==> src/hw/rtl/lcddw_pkg.sv <==
// Shared types, constants and helper functions for the decimal number writer.
// Used by the front converter, the queue, the byte sequencer and the top level.
package lcddw_pkg;

    localparam int LINE_WIDTH = 16;
    localparam int ROW_OFFSET = 64;

    localparam int NUM_DIGITS = 10;
    localparam int BCD_W      = 4 * NUM_DIGITS;
    localparam int VALUE_W    = 32;
    localparam int COL_W      = 5;
    localparam int ROW_W      = 2;
    localparam int ND_W       = 4;
    localparam int CNT_W      = 5;
    localparam int COL_SUM_W  = 6;

    localparam logic [7:0] CMD_SET_ADDR = 8'h80;
    localparam logic [7:0] ASCII_ZERO   = 8'h30;
    localparam logic [7:0] ASCII_NINE   = 8'h39;

    // One converted number waiting for the byte sequencer.
    typedef struct packed {
        logic [BCD_W-1:0] bcd;
        logic [ND_W-1:0]  nd;
        logic [COL_W-1:0] col;
        logic [ROW_W-1:0] row;
    } job_t;

    typedef enum logic [1:0] {
        FR_IDLE,
        FR_CONV,
        FR_PUSH
    } front_state_t;

    typedef enum logic [1:0] {
        BK_IDLE,
        BK_ADDR,
        BK_DIGIT
    } back_state_t;

    // Set-address command for a column on row 0 or row 1.
    function automatic logic [7:0] addr_cmd(input logic [COL_W-1:0] col, input logic row1);
        logic [7:0] offs;
        begin
            offs = row1 ? 8'(ROW_OFFSET) : 8'd0;
            return CMD_SET_ADDR | (8'(col) + offs);
        end
    endfunction

endpackage

==> src/hw/rtl/lcd_decimal_number_writer.sv <==
// Top level of the decimal number writer for a 16x2 character display.
// Depends on lcddw_pkg, lcddw_front, lcddw_fifo and lcddw_back.
//
// Each input transfer carries a 32-bit unsigned value and a starting cursor column and row.
// The block answers with one output transfer per byte: an optional set-address command
// (only when column <= 16 and row <= 1), then the decimal digits in ASCII, most significant
// first, with no leading zeros (zero prints '0'). When the column plus the digits already
// written passes 15, a set-address command for column 0 of the other row precedes the next
// digit. tuser flags data bytes, tlast marks the final digit. The front end converts the value
// with a shift-and-add-3 loop and then queues it; the sequencer fetches the job and sends one
// byte per cycle (up to 12) while m_tready is high, while the front end already converts the
// next number. With m_tready high, sustained throughput is thus set by the conversion loop.
module lcd_decimal_number_writer (
    input  logic        clk,
    input  logic        rst_n,
    input  logic        s_tvalid,
    output logic        s_tready,
    input  logic [39:0] s_tdata,   // [31:0] value, [36:32] column, [38:37] row, [39] zero
    output logic        m_tvalid,
    input  logic        m_tready,
    output logic [7:0]  m_tdata,   // [7:0] bus_byte
    output logic        m_tuser,   // [0] is_data
    output logic        m_tlast    // last byte for this number
);
    import lcddw_pkg::*;

    job_t push_job;
    job_t pop_job;
    logic push;
    logic pop;
    logic q_full;
    logic q_empty;

    lcddw_front u_front (
        .clk       (clk),
        .rst_n     (rst_n),
        .in_valid  (s_tvalid),
        .in_ready  (s_tready),
        .in_value  (s_tdata[31:0]),
        .in_column (s_tdata[36:32]),
        .in_row    (s_tdata[38:37]),
        .push      (push),
        .push_job  (push_job),
        .q_full    (q_full)
    );

    lcddw_fifo u_fifo (
        .clk      (clk),
        .rst_n    (rst_n),
        .push     (push),
        .push_job (push_job),
        .full     (q_full),
        .pop      (pop),
        .pop_job  (pop_job),
        .empty    (q_empty)
    );

    lcddw_back u_back (
        .clk         (clk),
        .rst_n       (rst_n),
        .q_empty     (q_empty),
        .q_job       (pop_job),
        .pop         (pop),
        .out_valid   (m_tvalid),
        .out_ready   (m_tready),
        .out_byte    (m_tdata),
        .out_is_data (m_tuser),
        .out_last    (m_tlast)
    );

endmodule

==> src/hw/rtl/lcddw_front.sv <==
// Front end: accepts a number and converts it to ten BCD digits by shift-and-add-3.
// Depends on lcddw_pkg; hands finished jobs to the queue.
module lcddw_front (
    input  logic                 clk,
    input  logic                 rst_n,
    input  logic                 in_valid,
    output logic                 in_ready,
    input  logic [31:0]          in_value,
    input  logic [4:0]           in_column,
    input  logic [1:0]           in_row,
    output logic                 push,
    output lcddw_pkg::job_t      push_job,
    input  logic                 q_full
);
    import lcddw_pkg::*;

    front_state_t        state_reg, state_next;
    logic [VALUE_W-1:0]  bin_reg, bin_next;
    logic [BCD_W-1:0]    bcd_reg, bcd_next;
    logic [CNT_W-1:0]    cnt_reg, cnt_next;
    logic [COL_W-1:0]    col_reg, col_next;
    logic [ROW_W-1:0]    row_reg, row_next;
    logic [BCD_W-1:0]    bcd_adj;
    logic [ND_W-1:0]     nd;

    always_comb
    begin
        for (int i = 0; i < NUM_DIGITS; i++)
        begin
            if (bcd_reg[4*i +: 4] >= 4'd5)
                bcd_adj[4*i +: 4] = bcd_reg[4*i +: 4] + 4'd3;
            else
                bcd_adj[4*i +: 4] = bcd_reg[4*i +: 4];
        end
    end

    // Digit count is the position of the highest nonzero digit, at least one.
    always_comb
    begin
        nd = ND_W'(1);
        for (int i = 1; i < NUM_DIGITS; i++)
        begin
            if (bcd_reg[4*i +: 4] != 4'd0)
                nd = ND_W'(i + 1);
        end
    end

    always_ff @(posedge clk or negedge rst_n)
    begin
        if (!rst_n)
        begin
            state_reg <= FR_IDLE;
            cnt_reg   <= '0;
        end
        else
        begin
            state_reg <= state_next;
            cnt_reg   <= cnt_next;
        end
    end

    always_ff @(posedge clk)
    begin
        bin_reg <= bin_next;
        bcd_reg <= bcd_next;
        col_reg <= col_next;
        row_reg <= row_next;
    end

    always_comb
    begin
        state_next = state_reg;
        cnt_next   = cnt_reg;
        bin_next   = bin_reg;
        bcd_next   = bcd_reg;
        col_next   = col_reg;
        row_next   = row_reg;
        in_ready   = 1'b0;
        push       = 1'b0;
        push_job   = '{bcd: bcd_reg, nd: nd, col: col_reg, row: row_reg};
        case (state_reg)
            FR_IDLE:
            begin
                in_ready = 1'b1;
                if (in_valid)
                begin
                    bin_next   = in_value;
                    bcd_next   = '0;
                    col_next   = in_column;
                    row_next   = in_row;
                    cnt_next   = '0;
                    state_next = FR_CONV;
                end
            end
            FR_CONV:
            begin
                {bcd_next, bin_next} = {bcd_adj[BCD_W-2:0], bin_reg, 1'b0};
                cnt_next = cnt_reg + CNT_W'(1);
                if (cnt_reg == CNT_W'(VALUE_W - 1))
                    state_next = FR_PUSH;
            end
            FR_PUSH:
            begin
                if (!q_full)
                begin
                    push       = 1'b1;
                    state_next = FR_IDLE;
                end
            end
            default:
            begin
                state_next = FR_IDLE;
            end
        endcase
    end

endmodule

==> src/hw/rtl/lcddw_fifo.sv <==
// Two-entry queue of converted jobs between the front end and the sequencer.
// Depends on lcddw_pkg for the job type.
module lcddw_fifo (
    input  logic            clk,
    input  logic            rst_n,
    input  logic            push,
    input  lcddw_pkg::job_t push_job,
    output logic            full,
    input  logic            pop,
    output lcddw_pkg::job_t pop_job,
    output logic            empty
);
    import lcddw_pkg::*;

    job_t       mem_reg [2];
    logic       wptr_reg, wptr_next;
    logic       rptr_reg, rptr_next;
    logic [1:0] count_reg, count_next;

    assign full    = (count_reg == 2'd2);
    assign empty   = (count_reg == 2'd0);
    assign pop_job = mem_reg[rptr_reg];

    always_comb
    begin
        wptr_next  = wptr_reg ^ (push && !full);
        rptr_next  = rptr_reg ^ (pop && !empty);
        count_next = count_reg + 2'(push && !full) - 2'(pop && !empty);
    end

    always_ff @(posedge clk or negedge rst_n)
    begin
        if (!rst_n)
        begin
            wptr_reg  <= 1'b0;
            rptr_reg  <= 1'b0;
            count_reg <= 2'd0;
        end
        else
        begin
            wptr_reg  <= wptr_next;
            rptr_reg  <= rptr_next;
            count_reg <= count_next;
        end
    end

    always_ff @(posedge clk)
    begin
        if (push && !full)
            mem_reg[wptr_reg] <= push_job;
    end

endmodule

==> src/hw/rtl/lcddw_back.sv <==
// Byte sequencer: turns one queued job into address commands and ASCII digits.
// Depends on lcddw_pkg; drives the registered output stage.
module lcddw_back (
    input  logic            clk,
    input  logic            rst_n,
    input  logic            q_empty,
    input  lcddw_pkg::job_t q_job,
    output logic            pop,
    output logic            out_valid,
    input  logic            out_ready,
    output logic [7:0]      out_byte,
    output logic            out_is_data,
    output logic            out_last
);
    import lcddw_pkg::*;

    back_state_t          state_reg, state_next;
    logic [BCD_W-1:0]     bcd_reg, bcd_next;
    logic [ND_W-1:0]      nd_reg, nd_next;
    logic [ND_W-1:0]      k_reg, k_next;
    logic [COL_W-1:0]     col_reg, col_next;
    logic [ROW_W-1:0]     row_reg, row_next;
    logic                 wrapped_reg, wrapped_next;
    logic                 ovalid_reg, ovalid_next;
    logic [7:0]           obyte_reg, obyte_next;
    logic                 odata_reg, odata_next;
    logic                 olast_reg, olast_next;
    logic                 slot_free;
    logic [COL_SUM_W-1:0] col_sum;
    logic [ND_W-1:0]      dig_idx;
    logic [3:0]           digit;

    assign slot_free   = !ovalid_reg || out_ready;
    assign col_sum     = COL_SUM_W'(col_reg) + COL_SUM_W'(k_reg);
    assign dig_idx     = nd_reg - ND_W'(1) - k_reg;
    assign digit       = bcd_reg[4*dig_idx +: 4];
    assign out_valid   = ovalid_reg;
    assign out_byte    = obyte_reg;
    assign out_is_data = odata_reg;
    assign out_last    = olast_reg;

    always_ff @(posedge clk or negedge rst_n)
    begin
        if (!rst_n)
        begin
            state_reg  <= BK_IDLE;
            ovalid_reg <= 1'b0;
            k_reg      <= '0;
            nd_reg     <= ND_W'(1);
        end
        else
        begin
            state_reg  <= state_next;
            ovalid_reg <= ovalid_next;
            k_reg      <= k_next;
            nd_reg     <= nd_next;
        end
    end

    always_ff @(posedge clk)
    begin
        bcd_reg     <= bcd_next;
        col_reg     <= col_next;
        row_reg     <= row_next;
        wrapped_reg <= wrapped_next;
        obyte_reg   <= obyte_next;
        odata_reg   <= odata_next;
        olast_reg   <= olast_next;
    end

    always_comb
    begin
        state_next   = state_reg;
        bcd_next     = bcd_reg;
        nd_next      = nd_reg;
        k_next       = k_reg;
        col_next     = col_reg;
        row_next     = row_reg;
        wrapped_next = wrapped_reg;
        ovalid_next  = ovalid_reg && !out_ready;
        obyte_next   = obyte_reg;
        odata_next   = odata_reg;
        olast_next   = olast_reg;
        pop          = 1'b0;
        case (state_reg)
            BK_IDLE:
            begin
                if (!q_empty)
                begin
                    pop          = 1'b1;
                    bcd_next     = q_job.bcd;
                    nd_next      = q_job.nd;
                    col_next     = q_job.col;
                    row_next     = q_job.row;
                    k_next       = '0;
                    wrapped_next = 1'b0;
                    // Rows 2 and 3, or a column above 16, start without an address.
                    if (q_job.col <= COL_W'(LINE_WIDTH) && !q_job.row[1])
                        state_next = BK_ADDR;
                    else
                        state_next = BK_DIGIT;
                end
            end
            BK_ADDR:
            begin
                if (slot_free)
                begin
                    ovalid_next = 1'b1;
                    obyte_next  = addr_cmd(col_reg, row_reg[0]);
                    odata_next  = 1'b0;
                    olast_next  = 1'b0;
                    state_next  = BK_DIGIT;
                end
            end
            BK_DIGIT:
            begin
                if (slot_free)
                begin
                    ovalid_next = 1'b1;
                    if (!wrapped_reg && col_sum > COL_SUM_W'(LINE_WIDTH - 1))
                    begin
                        // Wrap to column 0 of the other row before this digit.
                        wrapped_next = 1'b1;
                        row_next     = {1'b0, !row_reg[0]};
                        obyte_next   = addr_cmd('0, !row_reg[0]);
                        odata_next   = 1'b0;
                        olast_next   = 1'b0;
                    end
                    else
                    begin
                        obyte_next = ASCII_ZERO | {4'd0, digit};
                        odata_next = 1'b1;
                        if (k_reg == nd_reg - ND_W'(1))
                        begin
                            olast_next = 1'b1;
                            k_next     = '0;
                            state_next = BK_IDLE;
                        end
                        else
                        begin
                            olast_next = 1'b0;
                            k_next     = k_reg + ND_W'(1);
                        end
                    end
                end
            end
            default:
            begin
                state_next = BK_IDLE;
            end
        endcase
    end

    a_digit_ascii: assert property (@(posedge clk) disable iff (!rst_n)
        (ovalid_reg && odata_reg) |-> (obyte_reg >= ASCII_ZERO && obyte_reg <= ASCII_NINE))
        else $error("digit byte outside ASCII 0..9");

    a_last_is_data: assert property (@(posedge clk) disable iff (!rst_n)
        (ovalid_reg && olast_reg) |-> odata_reg)
        else $error("last marker on a command byte");

    a_index_range: assert property (@(posedge clk) disable iff (!rst_n)
        (state_reg == BK_DIGIT) |-> (k_reg < nd_reg))
        else $error("digit index past digit count");

    a_cmd_msb: assert property (@(posedge clk) disable iff (!rst_n)
        (ovalid_reg && !odata_reg) |-> obyte_reg[7])
        else $error("command byte without set-address bit");

endmodule
==> config.mk <==
export PLATFORM = sky130hd
export DESIGN_NAME = lcd_decimal_number_writer
export DESIGN_NICKNAME = d
export VERILOG_FILES = /design/src/hw/rtl/lcddw_pkg.sv /design/src/hw/rtl/lcd_decimal_number_writer.sv /design/src/hw/rtl/lcddw_front.sv /design/src/hw/rtl/lcddw_fifo.sv /design/src/hw/rtl/lcddw_back.sv
export SDC_FILE = /design/constraint.sdc
export NUM_CORES = 1
export LEC_CHECK = 0
export BUFFER_PORTS_ARGS = -buffer_cell sky130_fd_sc_hd__buf_2
export CORE_ASPECT_RATIO = 1.25
export CORE_MARGIN = 1
export CORE_UTILIZATION = 60
export DETAILED_ROUTE_END_ITERATION = 10
export PLACE_DENSITY = 0.87
export RECOVER_POWER = 50
export SETUP_SLACK_MARGIN = 0.2
export SYNTH_ARGS = -nofsm -noshare
export SYNTH_HDL_FRONTEND = slang
export SYNTH_HIERARCHICAL = 1
export SYNTH_SLANG_ARGS = --single-unit
==> constraint.sdc <==
create_clock -name clk -period 9.15 [get_ports clk]
set_input_delay 1.83 -clock clk [delete_from_list [all_inputs] [get_ports clk]]
set_output_delay 1.83 -clock clk [all_outputs]
set_load 0.05 [all_outputs]
After elaboration in Yosys (flattened, before gate mapping)
Memories as Yosys holds them, arrays and structs flattened.
Cells that the tools add are included.
{"block": "totals", "register_bits": 158, "mem_bits_rw": 102, "in_bits": 44, "output_inout_bits": 12, "wordCells": 180, "n_memories": 1}
{"block": "classes", "add_sub_neg": 18, "order_cmp": 12, "n_eq_ne": 16, "n_shift": 1, "n_mux": 72, "n_bitwise": 3, "n_reduce_logical": 37}
{"name": "u_fifo.mem_reg", "words": 2, "width": 51, "rd": 1, "rd_clocked_by_memory_dff": 0, "wr": 1, "line": "lcddw_fifo.sv:15", "source": "job_t mem_reg [2];"}
{"cell": "one-hot mux 40 bit (2 select lines)", "count": 1}
{"cell": "two-way mux 4 bit", "count": 16}
{"cell": "one-hot mux 32 bit (2 select lines)", "count": 1}
{"cell": ">= comparator 4 x 3 -> 1 bit (second input constant)", "count": 10}
{"cell": "two-way mux 40 bit", "count": 1}
{"cell": "indexed part select 40 x 7 -> 4 bit", "count": 1}
{"cell": "adder 4 x 2 -> 4 bit (second input constant)", "count": 9}
{"cell": "nonzero test 4 bit", "count": 9}
{"cell": "two-way mux 32 bit", "count": 1}
{"cell": "two-way mux 8 bit", "count": 3}
{"cell": "two-way mux 2 bit", "count": 11}
{"cell": "two-way mux 1 bit", "count": 21}
{"cell": "one-hot mux 8 bit (2 select lines)", "count": 1}
{"cell": "two-way mux 3 bit", "count": 5}
{"cell": "two-way mux 7 bit", "count": 2}
{"cell": "one-hot mux 2 bit (3 select lines)", "count": 2}
{"cell": "inequality test 2 x 1 -> 1 bit (second input constant)", "count": 5}
{"cell": "one-hot mux 5 bit (2 select lines)", "count": 1}
{"cell": "inequality test 2 bit (second input constant)", "count": 4}
{"cell": "one-hot mux 1 bit (2 select lines)", "count": 4}
{"cell": "one-hot mux 4 bit (2 select lines)", "count": 1}
{"cell": "AND reduction 4 bit", "count": 2}
{"cell": "adder 5 x 7 -> 7 bit", "count": 1}
{"cell": "zero test 1 bit", "count": 7}
{"cell": "other kinds (25)", "count": 40}

Logic depth before layout (Yosys ltp)
Gate-level depths: netlist of the first run.
{"block": "logic_depth", "ltp_word": 10, "depth_mapped": 10, "ltp_nobuf": 9}

Modules after synthesis
The synthesis of the first run kept the hierarchy.
{"mod": "lcddw_front", "n_inst": 1, "cells_each": 409, "area_each_um2": 4297.9}
{"mod": "lcddw_fifo", "n_inst": 1, "cells_each": 179, "area_each_um2": 4151.5}
{"mod": "lcddw_back", "n_inst": 1, "cells_each": 196, "area_each_um2": 3014.1}

Least setup slack after synthesis of the first run
Ideal clock, no wire load.
{"block": "synth_path", "kind": "in2reg", "from": "in s_tvalid", "to": "reg u_front.bcd_reg[0] (enable)", "setup_time_ps": 426, "arrival_ps": 3368, "t_required_ps": 8724, "setup_slack_ps": 5356, "stages": 2, "path_buffers": 0, "cell_sequence": "o21bai_1 -> inv_1"}
{"block": "synth_via", "elab_chain_cells": 2}
{"element": "from (decl)", "line": "lcd_decimal_number_writer.sv:16", "source": "input logic s_tvalid,"}
{"element": "inequality test 2 bit (no line)"}
{"element": "AND reduction 2 bit (no line)"}
{"element": "to (signal assigned)", "line": "lcddw_front.sv:65", "source": "bcd_reg <= bcd_next;"}
{"element": "to (decl)", "line": "lcddw_front.sv:19", "source": "logic [BCD_W-1:0] bcd_reg, bcd_next;"}
Every way passes these cells.
A chain may end at the register's enable or synchronous reset.

Final worst setup path of the first run
{"block": "layout_path", "from": "reg u_back.state_reg[0]", "to": "reg u_fifo.count_reg[1]"}
{"block": "layout_via", "elab_chain_cells": 4}
{"element": "from (decl)", "line": "lcddw_back.sv:17", "source": "back_state_t state_reg, state_next;"}
{"element": "from (signal assigned)", "line": "lcddw_back.sv:53", "source": "state_reg <= state_next;"}
{"element": "zero test 2 bit", "line": "lcddw_back.sv:85", "source": "case (state_reg)"}
{"element": "two-way mux 1 bit", "line": "lcddw_back.sv:85"}
{"element": "named net pop", "line": "lcd_decimal_number_writer.sv:30", "source": "logic pop;"}
{"element": "logical AND 1 bit", "line": "lcddw_fifo.sv:28", "source": "count_next = count_reg + 2'(push && !full) - 2'(pop && !empty);"}
{"element": "subtractor 2 x 1 -> 2 bit", "line": "lcddw_fifo.sv:28"}
{"element": "named net u_fifo.count_next[1]", "line": "lcddw_fifo.sv:18", "source": "logic [1:0] count_reg, count_next;"}
{"element": "to (signal assigned)", "line": "lcddw_fifo.sv:43", "source": "count_reg <= count_next;"}
{"element": "to (decl)", "line": "lcddw_fifo.sv:18"}
The timed path passes the listed nets, and every way through them passes these cells.

==> flow_summary.toml, run 1 <==
[outcome]
status = "complete, but fails checks"
failed_checks = "DRC, capacitance limit, slew limit"

[synthesis]
synthesis.area_per_instance_um2 = 14.6
register_area_share_after_synthesis = 0.669
synthMostInstantiatedCell = "edfxtp_1"
synthesis.area_mm2 = 0.0115
synth_edf_count = 237
synth_flop_cell = "edfxtp_1"
synth_top_cells_by_count = "edfxtp_1, nand2_1, mux2_4"
synth_async_sr_flop_share = 0.0849
ys.warnings.count = 6
post_synthesis_register_bit_count = 259
synth_top_area_cell = "edfxtp_1"
synthesis.instances = 784
yosys.area.top_type_share = 0.621
synthesis.nets = 866
synth.distinct_cells = 55
synth_area_leaders = "edfxtp_1, mux2_4, dfrtp_1, nand2_1, ha_1"

[sta]
timing.final.hold_violations = 0
timing.final.max_slew_violations = 169
layout_worst_path_cycle_share = 0.437
worst_slew_pin_slew_ps = 3000
setup_clock_skew_after_layout_ps = 10.6
setup_ws_ps = 5150
finalCriticalPeriod_ps = 4000
finalSetupTns_ps = 0
final_setup_fails = 0
timing.fmax_mhz = 250
max_slew_headroom_at_the_worst_pin = -1.00
rsz0062_at_grt = "no"

[power]
p_per_cell_area_mw_per_mm2 = 324
leakage_nw = 4.79
vdd_drop_max_mv = 0.237

[worst_hold_path]
hold_path.class = "reg2reg"
instance_count_along_the_most_critical_hold_path = 0
hold_path_startpoint = "u_front/col_reg[2]$_DFFE_PP_"
holdPathEnd = "u_fifo/mem_reg[0][4]$_DFFE_PP_"

[run]
cap_viol_max_count = 3

[critical_path]
crit_cells = 10
crit_path_frequent_cell = "ha_1"
cp_num_buf_inv = 3
worst-r2r-setup-slack_ps = 5150
critical_path.reg2reg.startpoint = "u_back/state_reg[0]$_DFFE_PN0P_"
worst_path_max_delay_cell = "clkbuf_1"
path_delay_family = "buffers and inverters"
critical-path-max-stage-delay_ps = 1910
r2r_end = "u_fifo/count_reg[1]$_DFF_PN0_"
worstPathMaxFanout = 52
worstPathArrival_ps = 4430
critPathKind = "reg2reg"
critical_path.endpoint_type = "flop"
ff2ff_path_depth = 10
cp_cell_sequence = "inv_1, ha_1, nor2b_2, clkbuf_1, o21a_1, ha_1, inv_1, ha_1, xnor2_1, xnor2_1"
worst-endpoint-required_ps = 9580
cp-start-kind = "flop"

[final_layout]
fin_nets = 931
diode_insertion_count_for_antenna_repair = 0
area.growth.synth_to_final_pct = 9.27
final.fill_count = 1223
largest_register_ff_count = 102
post-route-util = 0.670
final_layout_size_suffix_gt1_frac = 0.144

[clock_network]
cts-hold-fix-buffers = 0
clock_insertion_delay_worst_skew_ps = 520
tritoncts_buffer_count = 25
ctsRootBufferMaster = "clkbuf_16"
numClockSinks = 259
clock_pin_slew_worst_setup_and_hold_paths_ps = 60
htree_num_levels = 1
post_cts_resized = 0
max-clock-path-buffers = 3
clock_tree_from_tritoncts = "built"
buffers_inserted_during_post_cts_setup_optimization = 0

[detailed_routing]
number_of_nets_still_failing_antenna_checks_after_routing = 0
wire_per_inst_um = 17.5
route.final.wire_length_mm = 19.2
vias_per_cell = 5.74
drt-pass1-iter-count = 8
dr_total_vias = 6315
dr.first_iter.drc_count = 404
drc = 3

[placed_design]
place_hpwl_mm = 12.2
buffer_ports.inserted = 54
gpl.final_weighted_congestion = 0.831
dp_worst_setup_slack_ps = 5820

[floorplanning]
io-pin-count = 56
num_rows = 56
die_area_mm2 = 0.0197
chipWidth_um = 126
initial_utilization = 0.613
design.core.area_mm2 = 0.0187
y_dimension_of_the_die_um = 157

[grt]
grt.overflow.total = 0
grt_max_degree = 73
grt_use_total = 0.198
vias_in_the_first_global_route = 6408
grt_pass1_wl_mm = 30.7
grt_antenna_before_repair = 0
kinds of logic after synthesis:
group                    count (synthesis)  share of synthesized area
multiplexers                            73                     0.0943
adder cells (fa/ha/maj)                 38                     0.0421
XOR/XNOR                                27                     0.0219
buffers and inverters                   61                     0.0300
AND/OR/NAND/NOR                        238                     0.0962
AO/OA/AOI/OAI                           88                     0.0465
flip-flops                             259                      0.669
worst max-delay path by stage:
stage / start / end / slack, ps
6_report: u_back/state_reg[0]$_DFFE_PN0P_ / u_fifo/count_reg[1]$_DFF_PN0_ / 5150
3_3_place_gp: s_tvalid / u_front/bcd_reg[32]$_SDFFCE_PN0P_ / 5880
2_1_floorplan: s_tvalid / u_front/bcd_reg[0]$_SDFFCE_PN0P_ / 5360
5_1_grt: u_back/state_reg[1]$_DFFE_PN0P_ / u_fifo/count_reg[1]$_DFF_PN0_ / 4850
3_5_place_dp: s_tvalid / u_front/bcd_reg[32]$_SDFFCE_PN0P_ / 5820
4_1_cts: u_front/state_reg[0]$_DFFE_PN0P_ / s_tready / 5900
power by group:
| group | switching, mW | internal (mW) |
|---|---|---|
| clock | 0.422 | 0.591 |
| sequential | 0.171 | 1.66 |
| combinational | 0.743 | 0.474 |
per-layer routing:
layer / track usage / share of wire / vias to the layer above / routed length [um]
met5: 0 / 0 / - / 0
met4: 0.0714 / 0.026 / 0 / 492
li1: - / - / 2976 / -
met1: 0.228 / 0.38 / 3087 / 7390
met3: 0.0267 / 0.048 / 40 / 932
met2: 0.375 / 0.54 / 212 / 10400
final cells by class:
type / count / area [um2] / share of cell area
well taps: 232 / 290 / 0.0232
repair buffers: 61 / 307 / 0.0245
clock inverters: 11 / 128 / 0.0102
flip-flops and latches: 259 / 7670 / 0.612
multi-input cells: 464 / 3300 / 0.263
inverters: 38 / 143 / 0.0114
clock buffers: 35 / 693 / 0.0553
cell usage in the layout, fill, tap and decap left out, types with 3 or more instances in the layout:
cell and instances:
a211oi_1 11, a21oi_1 32, a221o_1 5, and2_1 3, and3_1 3, buf_2 53, buf_4 3, clkbuf_1 12
clkbuf_16 25, clkbuf_8 3, clkinv_2 3, dfrtp_1 21, edfxtp_1 237, ha_1 36, inv_1 37, mux2_1 42
mux2_2 4, mux2_4 7, mux2i_1 12, mux4_2 8, nand2_1 128, nand2b_1 17, nand3_1 6, nor2_1 30
nor2b_1 12, nor3_1 15, nor3b_1 7, o21ai_0 20, o21ai_1 5, or4_1 4, xnor2_1 12, xor2_1 13
stage by stage:
| step | hold WS [ps] | instances | total power, mW | instance area [um2] |
|---|---|---|---|---|
| 2_1_floorplan | 421 | 784 | 2.74 | 11500 |
| 3_3_place_gp | 425 | 1054 | 2.94 | 11900 |
| 3_5_place_dp | 444 | 1054 | 3.04 | 11900 |
| 4_1_cts | 457 | 1100 | 4.07 | 12700 |
| 5_1_grt | 467 | 1100 | 4.27 | 12500 |
| 6_report | 452 | 1100 | 4.06 | 12500 |
Note: power is estimated with default switching activity, not from simulation.
==> inputs of run 2 (changes only) <==
Settings changed: CORE_UTILIZATION 60 to 55, PLACE_DENSITY 0.87 to 0.85.
Clock period 9.15 ns to 3.6 ns, I/O delays scaled along.
==> run 2 against run 1 <==
Compared with the run above: sequential share of layout area decreased by 0.64 points; global-route usage decreased by 2.1 points; count of clock-buffer cells in the layout is 2 lower; sequential cell count stayed put; hold slack got worse by 67 ps; the flow now finishes without violations; design area increased by 1.1%.
==> flow_summary.toml, run 2 (synthesis results as in run 1) <==
[clock_network]
ctsRootBufferMaster = "clkbuf_16"
post_cts_resized = 0
htree_num_levels = 1
cts-hold-fix-buffers = 0
max-clock-path-buffers = 3
clock_tree_from_tritoncts = "built"
numClockSinks = 259
clock_pin_slew_worst_setup_and_hold_paths_ps = 70
buffers_inserted_during_post_cts_setup_optimization = 0
tritoncts_buffer_count = 25
clock_insertion_delay_worst_skew_ps = 510

[critical_path]
cp-start-kind = "flop"
worst-r2r-setup-slack_ps = 590
worst_path_max_delay_cell = "fa_1"
critPathKind = "reg2reg"
critical-path-max-stage-delay_ps = 800
worstPathMaxFanout = 9
ff2ff_path_depth = 7
r2r_end = "u_back/out_byte[3]$_DFFE_PP_"
worstPathArrival_ps = 3280
cp_cell_sequence = "inv_1, ha_1, fa_1, mux4_2, mux2i_1, nor3_1, a221o_1"
worst-endpoint-required_ps = 3860
cp-startpoint = "u_back/nd_reg[0]$_DFFE_PN1P_"
capture_point_of_the_critical_path = "u_back/out_byte[3]$_DFFE_PP_"
critical_path.reg2reg.startpoint = "u_back/nd_reg[0]$_DFFE_PN1P_"
critical_path.endpoint_type = "flop"

[floorplanning]
initial_utilization = 0.566
design.core.area_mm2 = 0.0202
y_dimension_of_the_die_um = 163
num_rows = 58
io-pin-count = 56
die_area_mm2 = 0.0214
chipWidth_um = 131

[sta]
timing.final.hold_violations = 0
timing.fmax_mhz = 332
whs_ps = 385
layout_worst_path_cycle_share = 0.837
rsz0062_at_grt = "no"
final_setup_fails = 0
finalCriticalPeriod_ps = 3010
finalSetupTns_ps = 0
worst_slew_pin_slew_ps = 1370
max_slew_headroom_at_the_worst_pin = 0.0888
timing.final.max_slew_violations = 0
setup_clock_skew_after_layout_ps = 7.59

[run]
cap_viol_max_count = 0

[power]
seqPwrFrac = 0.458
pwr-share-clk = 0.248
p_per_cell_area_mw_per_mm2 = 798
p_sw_mw = 3.27
power_switching_share = 0.323
leakage_nw = 4.91
vdd_drop_max_mv = 0.515
comb_power_share = 0.294
p_int_mw = 6.84

[detailed_routing]
number_of_nets_still_failing_antenna_checks_after_routing = 0
drt-pass1-iter-count = 7
drc = 0
met2RoutedLength_mm = 9.97
route.final.wire_length_mm = 18.8
highest_signal_layer_in_the_routed_design = "met4"
dr_total_vias = 6240
vias_per_cell = 5.47
wl_met3_um = 720
wl_met1_mm = 7.65
dr.first_iter.drc_count = 566
wire_per_inst_um = 16.5

[final_layout]
fin_nets = 934
final_layout_size_suffix_gt1_frac = 0.164
top_library_cells_by_usage_in_the_layout_fill_and_taps_aside = "edfxtp_1, nand2_1, buf_2"
largest_register_ff_count = 102
diode_insertion_count_for_antenna_repair = 0
final_common_cell = "edfxtp_1"
area.growth.synth_to_final_pct = 10.4
post-route-cell-area_mm2 = 0.0127

[grt]
grt_pass1_wl_mm = 30.4
grt_max_degree = 52
vias_in_the_first_global_route = 6166
grt_use_total = 0.177
grt_antenna_before_repair = 0
grt.overflow.total = 0

[worst_hold_path]
hold_path.class = "in2reg"

[placed_design]
gpl.final_weighted_congestion = 0.813
placed_area_mm2 = 0.0120
buffer_ports.inserted = 54
place_hpwl_mm = 12.3

[outcome]
status = "finished clean"
[run 2: critical path: cells and delay by family (launching register included)]
kind / cells / cell delay [ps]
adders and majority gates: 2 / 1120
muxes: 2 / 620
DFF: 1 / 560
AOI/OAI and AO/OA: 1 / 330
and+or+nand+nor: 1 / 70
buffers and inverters: 1 / 60
[run 2: how the worst min path moves through the flow]
stage                                      start                             end  slack (ps)  cells past startpoint
floorplan                                  rst_n     u_back/k_reg[0]$_DFFE_PN0P_         420                      0
global placement    u_front/col_reg[1]$_DFFE_PP_  u_fifo/mem_reg[0][3]$_DFFE_PP_         430                      0
detailed placement  u_front/col_reg[2]$_DFFE_PP_  u_fifo/mem_reg[1][4]$_DFFE_PP_         440                      0
CTS                                        rst_n     u_back/k_reg[0]$_DFFE_PN0P_         200                      1
global route                         s_tdata[36]    u_front/col_reg[4]$_DFFE_PP_         370                      1
finish                               s_tdata[34]    u_front/col_reg[2]$_DFFE_PP_         380                      1
[run 2: power by group through the flow]
stage	clock network [mW]	logic, mW	registers, mW
final	2.51	2.97	4.63
after global routing	2.68	3.30	4.70
after CTS	2.56	3.00	4.62
after detailed placement	0	2.96	4.68
after global placement	0	2.81	4.63
after floorplan	0	2.21	4.76
[run 2: cell type report]
cell class              instances  area, um2
well taps                     270        338
fillers                      1423       7590
clock buffers                  33        676
inverters                      38        143
flip-flops and latches        259       7670
clock inverters                12        114
multi-input cells             464       3400
repair buffers                 64        322
[run 2: stage by stage]
step                power [mW]  setup WS (ps)   util  cells
finish                    10.1            587  0.625   1140
global route              10.7            509  0.625   1140
detailed placement        7.64            618  0.591   1095
CTS                       10.2            615  0.630   1140
floorplan                 6.97            350      -    784
global placement          7.45            697  0.591   1095
[run 2: layer usage]
layer  up-vias  GRT usage
met4         0     0.0626
met5         -          0
met1      3062      0.208
li1       2985          -
met2       153      0.334
met3        40     0.0223
==> inputs of run 3 (changes only) <==
Settings changed: CORE_UTILIZATION 55 to 60, PLACE_DENSITY 0.85 to 0.87.
Clock period 3.6 ns to 2.9 ns, I/O delays scaled along.
==> run 3 against run 2 <==
Compared with the run above: the flow now finishes with violations (DRC); die area fell by 8.2%; cell count fell by 2.8%; hold slack got worse by 160 ps; wire length rose by 9.6%; largest power group unchanged; design area rose by 0.20%; largest cell class unchanged.
==> flow_summary.toml, run 3 (synthesis results as in run 1) <==
[critical_path]
worstPathMaxFanout = 5
critPathKind = "reg2reg"
worst-r2r-setup-slack_ps = 250
cp-start-kind = "flop"
ff2ff_path_depth = 8
critical_path.reg2reg.startpoint = "u_back/nd_reg[0]$_DFFE_PN1P_"
worst-endpoint-required_ps = 3170
critical_path.endpoint_type = "flop"
r2r_end = "u_back/out_byte[2]$_DFFE_PP_"
worstPathArrival_ps = 2920

[placed_design]
placed_cells = 1057
buffer_ports.inserted = 54
place_hpwl_mm = 13.0
gpl.final_weighted_congestion = 0.890

[final_layout]
final_common_cell = "edfxtp_1"
area.growth.synth_to_final_pct = 10.6
largest_register_ff_count = 102
diode_insertion_count_for_antenna_repair = 0
post-route-util = 0.678
instances_no_fill = 1108
final.fill_count = 1200
final_layout_size_suffix_gt1_frac = 0.151
fin_nets = 940
top_library_cells_by_usage_in_the_layout_fill_and_taps_aside = "edfxtp_1, nand2_1, buf_2"

[sta]
rsz0062_at_grt = "no"
timing.final.max_slew_violations = 0
layout_worst_path_cycle_share = 0.914
worst_slew_pin_slew_ps = 1440
timing.fmax_mhz = 377
finalCriticalPeriod_ps = 2650
timing.final.hold_violations = 0
finalSetupTns_ps = 0
setup_clock_skew_after_layout_ps = 11.7
max_slew_headroom_at_the_worst_pin = 0.0373
final_setup_fails = 0

[run]
cap_viol_max_count = 0

[clock_network]
clock_tree_from_tritoncts = "built"
htree_num_levels = 1
clock_insertion_delay_worst_skew_ps = 520
max-clock-path-buffers = 3
clock_pin_slew_worst_setup_and_hold_paths_ps = 60
tritoncts_buffer_count = 25
numClockSinks = 259
ctsRootBufferMaster = "clkbuf_16"

[floorplanning]
initial_utilization = 0.613
design.core.area_mm2 = 0.0187
y_dimension_of_the_die_um = 157
io-pin-count = 56
chipWidth_um = 126
die_area_mm2 = 0.0197
num_rows = 56

[outcome]
failed_checks = "DRC"
status = "complete, but fails checks"

[detailed_routing]
dr_total_vias = 6350
vias_per_cell = 5.73
dr.first_iter.drc_count = 429
drc = 3
number_of_nets_still_failing_antenna_checks_after_routing = 0
route.final.wire_length_mm = 20.6
drt-pass1-iter-count = 8
wire_per_inst_um = 18.6

[power]
pwr-share-clk = 0.245
vdd_drop_max_mv = 0.578
fin_total_pwr_mw = 13.1
comb_power_share = 0.314
leakage_nw = 4.86
p_int_mw = 8.78
seqPwrFrac = 0.441
p_per_cell_area_mw_per_mm2 = 1030
power_switching_share = 0.328
p_sw_mw = 4.29

[grt]
grt_antenna_before_repair = 0
grt_max_degree = 57
grt_use_total = 0.211
grt.overflow.total = 0
grt_pass1_wl_mm = 32.3
vias_in_the_first_global_route = 6408

[worst_hold_path]
hold_path_startpoint = "s_tdata[38]"
hold_path.class = "in2reg"
instance_count_along_the_most_critical_hold_path = 1
holdPathEnd = "u_front/row_reg[1]$_DFFE_PP_"
run 3: layout make-up:
class / instances / area, um2 / area share
flip-flops and latches: 259 / 7670 / 0.605
clock inverters: 14 / 148 / 0.0116
multi-input cells: 464 / 3360 / 0.265
well taps: 232 / 290 / 0.0229
repair buffers: 70 / 419 / 0.0330
inverters: 38 / 143 / 0.0112
clock buffers: 31 / 658 / 0.0519
run 3: repair_timing:
action	4_1_cts	5_1_grt
pin swaps	1	8
endpoints found under the setup margin	4	4
gates resized for setup	4	5
setup buffers	2	3
gates cloned	1	0
hold buffers	0	0
run 3: critical path, cell delays in order (launching register included):
cell and delay, ps:
dfstp_2 540, inv_2 50, ha_4 220, fa_1 560, buf_6 140, mux4_2 310, mux2i_1 180, nor3_1 80
a221o_1 320
run 3: power groups by stage:
| stage | Sequential (mW) | Combinational [mW] | Clock, mW |
|---|---|---|---|
| final | 5.76 | 4.10 | 3.21 |
| after CTS | 5.75 | 3.97 | 3.25 |
| after global placement | 5.75 | 3.52 | 0 |
| after floorplan | 5.91 | 2.74 | 0 |
| after global routing | 5.85 | 4.50 | 3.39 |
| after detailed placement | 5.82 | 3.74 | 0 |
run 3: stage by stage:
| step | worst slack [ps] | hold WS [ps] | area [um2] |
|---|---|---|---|
| after floorplan | 260 | 284 | 11500 |
| after global placement | 183 | 426 | 12000 |
| after detailed placement | 107 | 442 | 12000 |
| after CTS | 243 | 65.3 | 12800 |
| after global routing | 208 | 214 | 12700 |
| final | 249 | 229 | 12700 |
run 3: how the worst max path moves through the flow:
stage                                 startpoint  slack, ps                            to  cells after the start
finish              u_back/nd_reg[0]$_DFFE_PN1P_        250  u_back/out_byte[2]$_DFFE_PP_                      8
global route        u_back/nd_reg[0]$_DFFE_PN1P_        210  u_back/out_byte[2]$_DFFE_PP_                      8
CTS                 u_back/nd_reg[0]$_DFFE_PN1P_        240  u_back/out_byte[2]$_DFFE_PP_                      8
detailed placement  u_back/nd_reg[0]$_DFFE_PN1P_        110  u_back/out_byte[1]$_DFFE_PP_                      8
global placement    u_back/nd_reg[0]$_DFFE_PN1P_        180  u_back/out_byte[3]$_DFFE_PP_                      8
floorplan           u_back/nd_reg[0]$_DFFE_PN1P_        260  u_back/out_byte[0]$_DFFE_PP_                      8
run 3: metal layers:
layer  part of all wire  vias up  wire length (um)  global-route usage
met1               0.39     3103              7980               0.246
met3              0.046       48               946              0.0260
li1                   -     2996                 -                   -
met4              0.029        0               593              0.0865
met2               0.54      203             11100               0.394
met5                  0        -                 0                   0
